`config.mk`:
```
export PLATFORM = sky130hd
export DESIGN_NAME = mme_mac
export DESIGN_NICKNAME = d
export VERILOG_FILES = /design/src/rtl/mme_pkg.sv /design/src/rtl/mme_mac.sv
export SDC_FILE = /design/constraint.sdc
export NUM_CORES = 1
export LEC_CHECK = 0
export BUFFER_PORTS_ARGS = -buffer_cell sky130_fd_sc_hd__buf_4
export CAP_MARGIN = 20
export CORE_MARGIN = 2
export CORE_UTILIZATION = 58
export DETAILED_ROUTE_END_ITERATION = 10
export PLACE_DENSITY = 0.76
export SLEW_MARGIN = 20
export SYNTH_ARGS = -nofsm -noshare
export SYNTH_HDL_FRONTEND = slang
export SYNTH_SLANG_ARGS = --single-unit
```
`constraint.sdc`:
```
create_clock -name clk_i -period 4.6 [get_ports clk_i]
set_clock_uncertainty 0.05 [all_clocks]
set_input_delay 0.23 -clock clk_i [delete_from_list [all_inputs] [get_ports clk_i]]
set_output_delay 0.23 -clock clk_i [all_outputs]
set_load 0.05 [all_outputs]
```
`src/rtl/mme_pkg.sv`:
```
`timescale 1ns / 1ps
`default_nettype none

package mme_pkg;

  localparam int MaxNDefault        = 16;
  localparam int ElementBitsDefault = 16;
  localparam int ResultBits         = 36;
  localparam int SizeBits           = 5;
  localparam int KindBits           = 2;
  localparam int IdxBits            = 4;

  typedef enum logic [KindBits-1:0] {
    KindWriteA = 2'd0,
    KindWriteB = 2'd1,
    KindReadC  = 2'd2
  } kind_e;

  typedef enum logic [1:0] {
    StIdle,
    StRun,
    StDrain,
    StResp
  } state_e;

  typedef struct packed {
    logic clr;
    logic vld;
  } mac_ctl_t;

endpackage

`default_nettype wire

```
`src/rtl/mme_mac.sv`:
```
`timescale 1ns / 1ps
`default_nettype none

module mme_mac #(
  parameter int ElementBits = mme_pkg::ElementBitsDefault
) (
  input  wire logic                            clk_i,
  input  wire logic                            rst_ni,
  input  wire mme_pkg::mac_ctl_t               ctl_i,
  input  wire logic [ElementBits-1:0]          a_i,
  input  wire logic [ElementBits-1:0]          b_i,
  output logic      [mme_pkg::ResultBits-1:0]  acc_o,
  output logic                                 busy_o
);

  import mme_pkg::*;

  localparam int ProdBits = 2 * ElementBits;

  logic signed [ElementBits-1:0] a_s, b_s;
  logic signed [ProdBits-1:0]    prod_d, prod_q;
  logic                          prod_vld_q;
  logic [ResultBits-1:0]         prod_ext;
  logic [ResultBits-1:0]         acc_d, acc_q;

  assign a_s    = $signed(a_i);
  assign b_s    = $signed(b_i);
  assign prod_d = a_s * b_s;

  generate
    if (ProdBits >= ResultBits) begin : g_trunc
      assign prod_ext = prod_q[ResultBits-1:0];
    end else begin : g_sext
      assign prod_ext = {{(ResultBits-ProdBits){prod_q[ProdBits-1]}}, prod_q};
    end
  endgenerate

  always_comb begin
    acc_d = acc_q;
    if (ctl_i.clr) begin
      acc_d = '0;
    end else if (prod_vld_q) begin
      acc_d = acc_q + prod_ext;
    end
  end

  always_ff @(posedge clk_i or negedge rst_ni) begin
    if (!rst_ni) begin
      prod_vld_q <= 1'b0;
    end else begin
      prod_vld_q <= ctl_i.vld;
    end
  end

  always_ff @(posedge clk_i) begin
    if (ctl_i.vld) begin
      prod_q <= prod_d;
    end
    acc_q <= acc_d;
  end

  assign acc_o  = acc_q;
  assign busy_o = ctl_i.vld | prod_vld_q;

endmodule

`default_nettype wire

```
==> flow_metrics.py, run 1 <==
metrics = {
    "run_status": {
        "status": "complete, but fails checks",
        "violations": "negative setup slack",
    },
    "logic_synthesis": {
        "avgSynthCellArea_um2": 9.26,
        "synth-seq-cells": 69,
        "synth_cell_types": 61,
        "ys.warnings.count": 0,
        "syn_nets": 1896,
        "ys.flop_type": "dfxtp_1",
        "synth-seq-area-share_pct": 12.4,
        "syn-instance-count": 1480,
        "synth_edf_count": 32,
        "syn_area_um2": 13700,
        "ys_async_sr_fraction_pct": 1.45,
    },
    "setup_path": {
        "r2r_slack_ns": 1.28,
        "worstSetupEndpointType": "flip-flop",
        "reg2reg_to": "acc_o[34]",
        "slowest_stage": "fa_1",
        "critical-path-top-delay-family": "adder cells",
        "critPathKind": "input pin to flip-flop",
        "startpoint_type": "input pin",
        "worstReg2RegStart": "acc_o[0]",
        "r2r_cells": 12,
        "critPathBufInv": 5,
        "arrival_ns": 5.42,
        "cp_slowest_stage_delay_ns": 0.52,
        "path_common_cell": "fa_1",
        "cp.required_ns": 4.62,
        "cp_cell_sequence": "bufbuf_16 > and2_1 > fa_1 > inv_1 > fa_2 > fa_1 > fa_1 > inv_1 > fa_1 > inv_1 > fa_1 > inv_2 > ha_4 > a21o_1 > a21o_1 > a21oi_4 > o21a_1 > a21oi_2 > nor3_2 > or2_1 > a311oi_2 > xor2_1",
        "critPathMaxFanout": 5,
    },
    "route": {
        "antenna_left": 0,
        "drt_iter0_drc": 624,
        "vias": 10900,
        "wl_per_cell_um": 16.6,
        "drt_pass1_iterations": 7,
        "wirelength_mm": 33.7,
        "via_per_inst": 5.35,
        "drc": 0,
    },
    "run": {
        "cap_viol_max_count": 0,
    },
    "worst_hold_path": {
        "hp-class": "input pin to asynchronous set/reset pin",
    },
    "die": {
        "rows": 56,
        "dieArea_um2": 24900,
        "die_w_um": 158,
        "initial_core_util_pct": 58.8,
        "core-area_um2": 23300,
        "ioPinCount": 73,
        "die_h_um": 158,
    },
    "global_routing": {
        "first_global_vias": 11600,
        "overflow": 0,
        "grt_antenna_before_repair": 0,
        "grt_max_degree": 41,
        "grt.total_usage_pct": 27.7,
        "grt_pass1_wl_mm": 54.9,
    },
    "timing": {
        "slew_headroom_pct": 48.6,
        "timing.final.crit_share_pct": 117,
        "worst_slew_pin_slew_ns": 0.769,
        "period_minus_slack_ns": 5.40,
        "setup_viol": 21,
        "hold_viol": 0,
        "fmax_ghz": 0.185,
        "fin_ws_ns": -0.800,
        "rsz0062_at_grt": "yes",
        "drv_slew": 0,
    },
    "cells_and_area": {
        "layout.nets": 2123,
        "diodes": 0,
        "layout-drive-gt1-share_pct": 24.2,
        "area_delta_synth_final_pct": 24.6,
        "stdcell_count": 2031,
        "fin_area_um2": 17100,
    },
    "clock_tree": {
        "clock-sinks": 69,
        "cts_tree": "done",
        "worstSkewPairLatency_ns": 0.33,
        "numCtsBuffers": 9,
        "clock_path_buffers": 2,
        "htree_levels": 3,
        "ctsRootBufferMaster": "clkbuf_16",
        "clkTransAtPathRegs_ns": 0.05,
    },
    "placed_design": {
        "place.gp.congestion": 0.902,
        "place_area_um2": 15800,
        "dp_hpwl_mm": 27.1,
        "placed_cells_incl_taps": 1984,
        "port_buffers": 72,
    },
}
==> through the flow <==
stage / hold slack (ns) / TNS, ns / utilization, % / setup WS, ns
finish: 0.163 / -10.29 / 73.2 / -0.800
global route: 0.164 / -13.44 / 73.2 / -0.941
CTS: 0.163 / -8.88 / 72.0 / -0.687
detailed placement: -0.0424 / -18.51 / 67.8 / -1.17
global placement: -0.0448 / -17.11 / 67.8 / -1.08
floorplan: -0.116 / -10.45 / - / -0.826
==> placed cells by master, fill, tap and decap left out, types with 14 or more instances in the layout <==
master    instances
inv_1           300
fa_1            250
buf_4           211
nand2_1         146
and2_1          103
ha_1            102
nor2_1           56
xnor2_1          41
dfxtp_1          36
buf_6            33
a21oi_1          32
edfxtp_1         32
a21o_1           25
and2_4           21
inv_2            21
a21oi_2          21
o21ai_0          18
nand2b_1         17
xor2_1           17
mux2i_1          14
==> layer usage <==
metal	share of wire, %	up-vias	wire length (um)	track usage [%]
li1	-	5018	-	-
met1	42	5403	14200	36.7
met2	49	379	16700	48.5
met3	5.9	65	1980	3.53
met4	2.4	0	794	7.01
met5	0	-	0	0
==> synthesized netlist by cell type, types with 2 or more instances <==
cell / instances / area, um^2
nor2_1: 64 / 240
nand2_1: 151 / 567
nor2b_1: 8 / 50.1
dfxtp_1: 36 / 721
nor4_1: 3 / 18.8
a21oi_1: 52 / 260
clkbuf_1: 42 / 158
xnor2_1: 42 / 368
o31ai_1: 4 / 30.0
or4_1: 2 / 15.0
and3_1: 7 / 43.8
or3_1: 6 / 37.5
a31oi_1: 8 / 50.1
a41oi_1: 3 / 26.3
mux2i_1: 14 / 140
a21oi_2: 3 / 26.3
a21o_1: 25 / 188
o21ai_0: 24 / 120
nand3_1: 14 / 70.1
o22ai_1: 3 / 18.8
xor2_1: 18 / 158
o21ai_1: 12 / 60.1
o21a_1: 5 / 37.5
and2_1: 124 / 776
o21bai_1: 6 / 45.0
fa_1: 263 / 5270
inv_1: 322 / 1210
nand4_1: 5 / 31.3
o211ai_1: 2 / 15.0
a211oi_1: 8 / 60.1
nor3_1: 9 / 45.0
o21ai_2: 2 / 17.5
ha_1: 117 / 1460
edfxtp_1: 32 / 961
nand2b_1: 18 / 113
==> sequential cells by signal, summed over array words and instances, names as in the netlist <==
| register | count |
|---|---|
| prod_q | 32 |
| acc_o | 36 |
| prod_vld_q | 1 |
==> cell families (layout without fill, tap and decap cells) <==
group | count (synthesis) | in the layout | synth area share (%)
flip-flops | 69 | 69 | 12.4
XOR/XNOR | 60 | 60 | 3.83
multiplexers | 15 | 15 | 1.10
adder cells (fa/ha/maj) | 380 | 380 | 49.1
AND/OR/NAND/NOR | 419 | 419 | 15.3
AO/OA/AOI/OAI | 172 | 172 | 8.28
buffers and inverters | 365 | 597 | 9.99
==> worst max path at each step <==
stage,startpoint,to,slack [ns],cells after the start
CTS,a_i[8],prod_q[25],-0.69,22
finish,b_i[5],prod_q[25],-0.80,22
global route,b_i[4],prod_q[30],-0.94,21
detailed placement,a_i[7],prod_q[28],-1.17,21
floorplan,b_i[5],prod_q[26],-0.83,21
global placement,b_i[5],prod_q[30],-1.08,22
==> final cells by class <==
| cell class | instances | area, um^2 |
|---|---|---|
| Tap cell | 319 | 399 |
| Inverter | 322 | 1210 |
| Clock inverter | 7 | 75.1 |
| Multi-Input combinational cell | 1046 | 11200 |
| Clock buffer | 9 | 225 |
| Timing Repair Buffer | 259 | 2250 |
| Fill cell | 1573 | 6250 |
| Sequential cell | 69 | 1710 |
==> repair_timing <==
item	in CTS	in global routing
hold endpoints to repair	1	0
buffers inserted	28	8
pin swaps	58	42
gates cloned	2	1
resized for setup	115	55
hold buffers	1	0
setup endpoints to repair	20	20
Power of run 1 is left out: the tool's default activity adds up to more than one toggle a clock period on the data nets, which glitch-free logic cannot reach.
==> run 2, diff against run 1 <==
Settings changed: ABC_AREA set to 0, SETUP_SLACK_MARGIN set to 0.15.
==> run 2 against run 1 <==
- the flow still finishes with violations (negative setup slack)
- sequential share of layout area up 0.13 points
- worst hold slack better by 0.011 ns
- register-to-register slack worse by 0.10 ns
- global-route usage down 0.45 points
- largest cell class unchanged
==> flow_metrics.py, run 2 (synthesis results as in run 1) <==
metrics = {
    "placed_design": {
        "placed_cells_incl_taps": 1991,
        "dp_hpwl_mm": 27.4,
        "dp_slack_ns": -1.18,
        "port_buffers": 72,
        "place.gp.congestion": 0.920,
    },
    "cells_and_area": {
        "layout-drive-gt1-share_pct": 23.0,
        "area_delta_synth_final_pct": 23.0,
        "stdcell_count": 2035,
        "layout.nets": 2127,
        "nFillCells": 1631,
        "layout_commonest_cell": "inv_1",
        "final_cell_mix": "inv_1 (306), fa_1 (250), buf_4 (231)",
        "multi_input_area_um2": 11100,
        "diodes": 0,
        "fin_util_pct": 72.3,
        "seq_area_um2": 1710,
        "largest_register_ffs": 36,
    },
    "global_routing": {
        "grt_util_met2_pct": 47.3,
        "grt_busiest_layer": "met2",
        "grt_antenna_before_repair": 0,
        "met3_usage_pct": 2.85,
        "grt.total_usage_pct": 27.3,
        "first_global_vias": 11300,
        "overflow": 0,
        "grt_max_degree": 41,
        "grt_pass1_wl_mm": 53.9,
        "grt_util_met1_pct": 37.2,
    },
    "setup_path": {
        "worstSetupEndpointType": "flip-flop",
        "cp_cell_sequence": "buf_8 > and2_4 > fa_1 > inv_2 > fa_2 > fa_1 > fa_1 > inv_2 > fa_1 > inv_1 > fa_1 > inv_2 > ha_4 > a21o_1 > a2111oi_4 > a21oi_2 > a41o_1 > a21o_1 > a21oi_2 > a21oi_1 > xor2_1",
        "critical-path-top-delay-family": "adder cells",
        "cp_slowest_stage_delay_ns": 0.57,
        "critPathKind": "input pin to flip-flop",
        "r2r_slack_ns": 1.18,
        "startpoint_type": "input pin",
        "critPathMaxFanout": 5,
        "slowest_stage": "fa_2",
        "path_common_cell": "fa_1",
        "critPathBufInv": 5,
        "cp.required_ns": 4.63,
        "arrival_ns": 5.43,
    },
    "die": {
        "die_w_um": 158,
        "dieArea_um2": 24900,
        "ioPinCount": 73,
        "die_h_um": 158,
        "rows": 56,
        "initial_core_util_pct": 58.8,
        "core-area_um2": 23300,
    },
    "clock_tree": {
        "clock_path_buffers": 2,
        "ctsRootBufferMaster": "clkbuf_16",
        "clock-sinks": 69,
        "htree_levels": 3,
        "worstSkewPairLatency_ns": 0.33,
        "numCtsBuffers": 9,
        "clkTransAtPathRegs_ns": 0.05,
        "cts_tree": "done",
    },
    "run_status": {
        "violations": "negative setup slack",
        "status": "complete, but fails checks",
    },
    "run": {
        "cap_viol_max_count": 0,
    },
    "timing": {
        "period_minus_slack_ns": 5.40,
        "fmax_ghz": 0.185,
        "setup_viol": 20,
        "timing.final.crit_share_pct": 117,
        "drv_slew": 0,
        "slew_headroom_pct": 50.2,
        "rsz0062_at_grt": "yes",
        "worst_slew_pin_slew_ns": 0.747,
        "hold_viol": 0,
        "fin_ws_ns": -0.803,
    },
    "route": {
        "drt_pass1_iterations": 5,
        "wirelength_mm": 33.2,
        "via_per_inst": 5.32,
        "antenna_left": 0,
        "wl_per_cell_um": 16.3,
        "vias": 10800,
        "drt_iter0_drc": 734,
        "drc": 0,
    },
    "worst_hold_path": {
        "hp-class": "input pin to asynchronous set/reset pin",
    },
}
-- run 2: cell types whose count changed in the layout (fill, tap and decap cells not counted), moves of 5 or more --
cell    before  now
buf_4      211  231
and2_4      21   14
inv_1      300  306
nor2_2       6    1
and2_1     103  110
inv_2       21   15
nor2_1      56   62
buf_6       33   26
-- run 2: cell type report --
cell class,count,area share [%]
sequential,69,10.1
timing repair buffer,263,12.6
inverter,322,7.19
clock buffer,10,1.36
tap,319,2.37
multi-input combinational,1046,65.8
clock inverter,6,0.519
-- run 2: worst register-to-register path: cells and delay by family, from the launching register on --
| kind | cells | cell delay, ns |
|---|---|---|
| adders and majority gates | 2 | 0.63 |
| AOI/OAI and AO/OA | 7 | 1.80 |
| and+or+nand+nor | 2 | 0.35 |
| buffers and inverters | 1 | 0.07 |
| DFF | 1 | 0.40 |
-- run 2: repair_timing --
| action | 4_1_cts | 5_1_grt |
|---|---|---|
| hold endpoints to repair | 1 | 0 |
| endpoints found under the setup margin | 21 | 22 |
| pin swaps | 53 | 46 |
| setup buffers | 12 | 15 |
| resized for setup | 57 | 65 |
| hold buffers | 1 | 0 |
-- run 2: metrics by stage --
stage               TNS (ns)  area (um^2)  hold WS, ns
floorplan             -10.45        13900       -0.116
global placement      -17.18        15900      -0.0450
detailed placement    -18.19        15900      -0.0439
CTS                    -8.70        16500        0.157
global route          -13.52        16900        0.192
finish                -10.18        16900        0.173
-- run 2: final timing paths --
kind,start,end,depth (start not counted)
max reg2reg,acc_o[0],acc_o[34],12
min in group clk_i,ctl_i[0],prod_vld_q,1
max in group asynchronous,rst_ni,prod_vld_q,2
max,a_i[7],prod_q[26],21
min reg2reg,acc_o[32],acc_o[32],2
min,rst_ni,prod_vld_q,2
-- run 2: per-layer routing --
| metal | vias up | part of all wire [%] |
|---|---|---|
| li1 | 5038 | - |
| met1 | 5378 | 43 |
| met2 | 354 | 50 |
| met3 | 51 | 5.5 |
| met4 | 0 | 1.8 |
| met5 | - | 0 |
Power of run 2 is left out for the same reason.
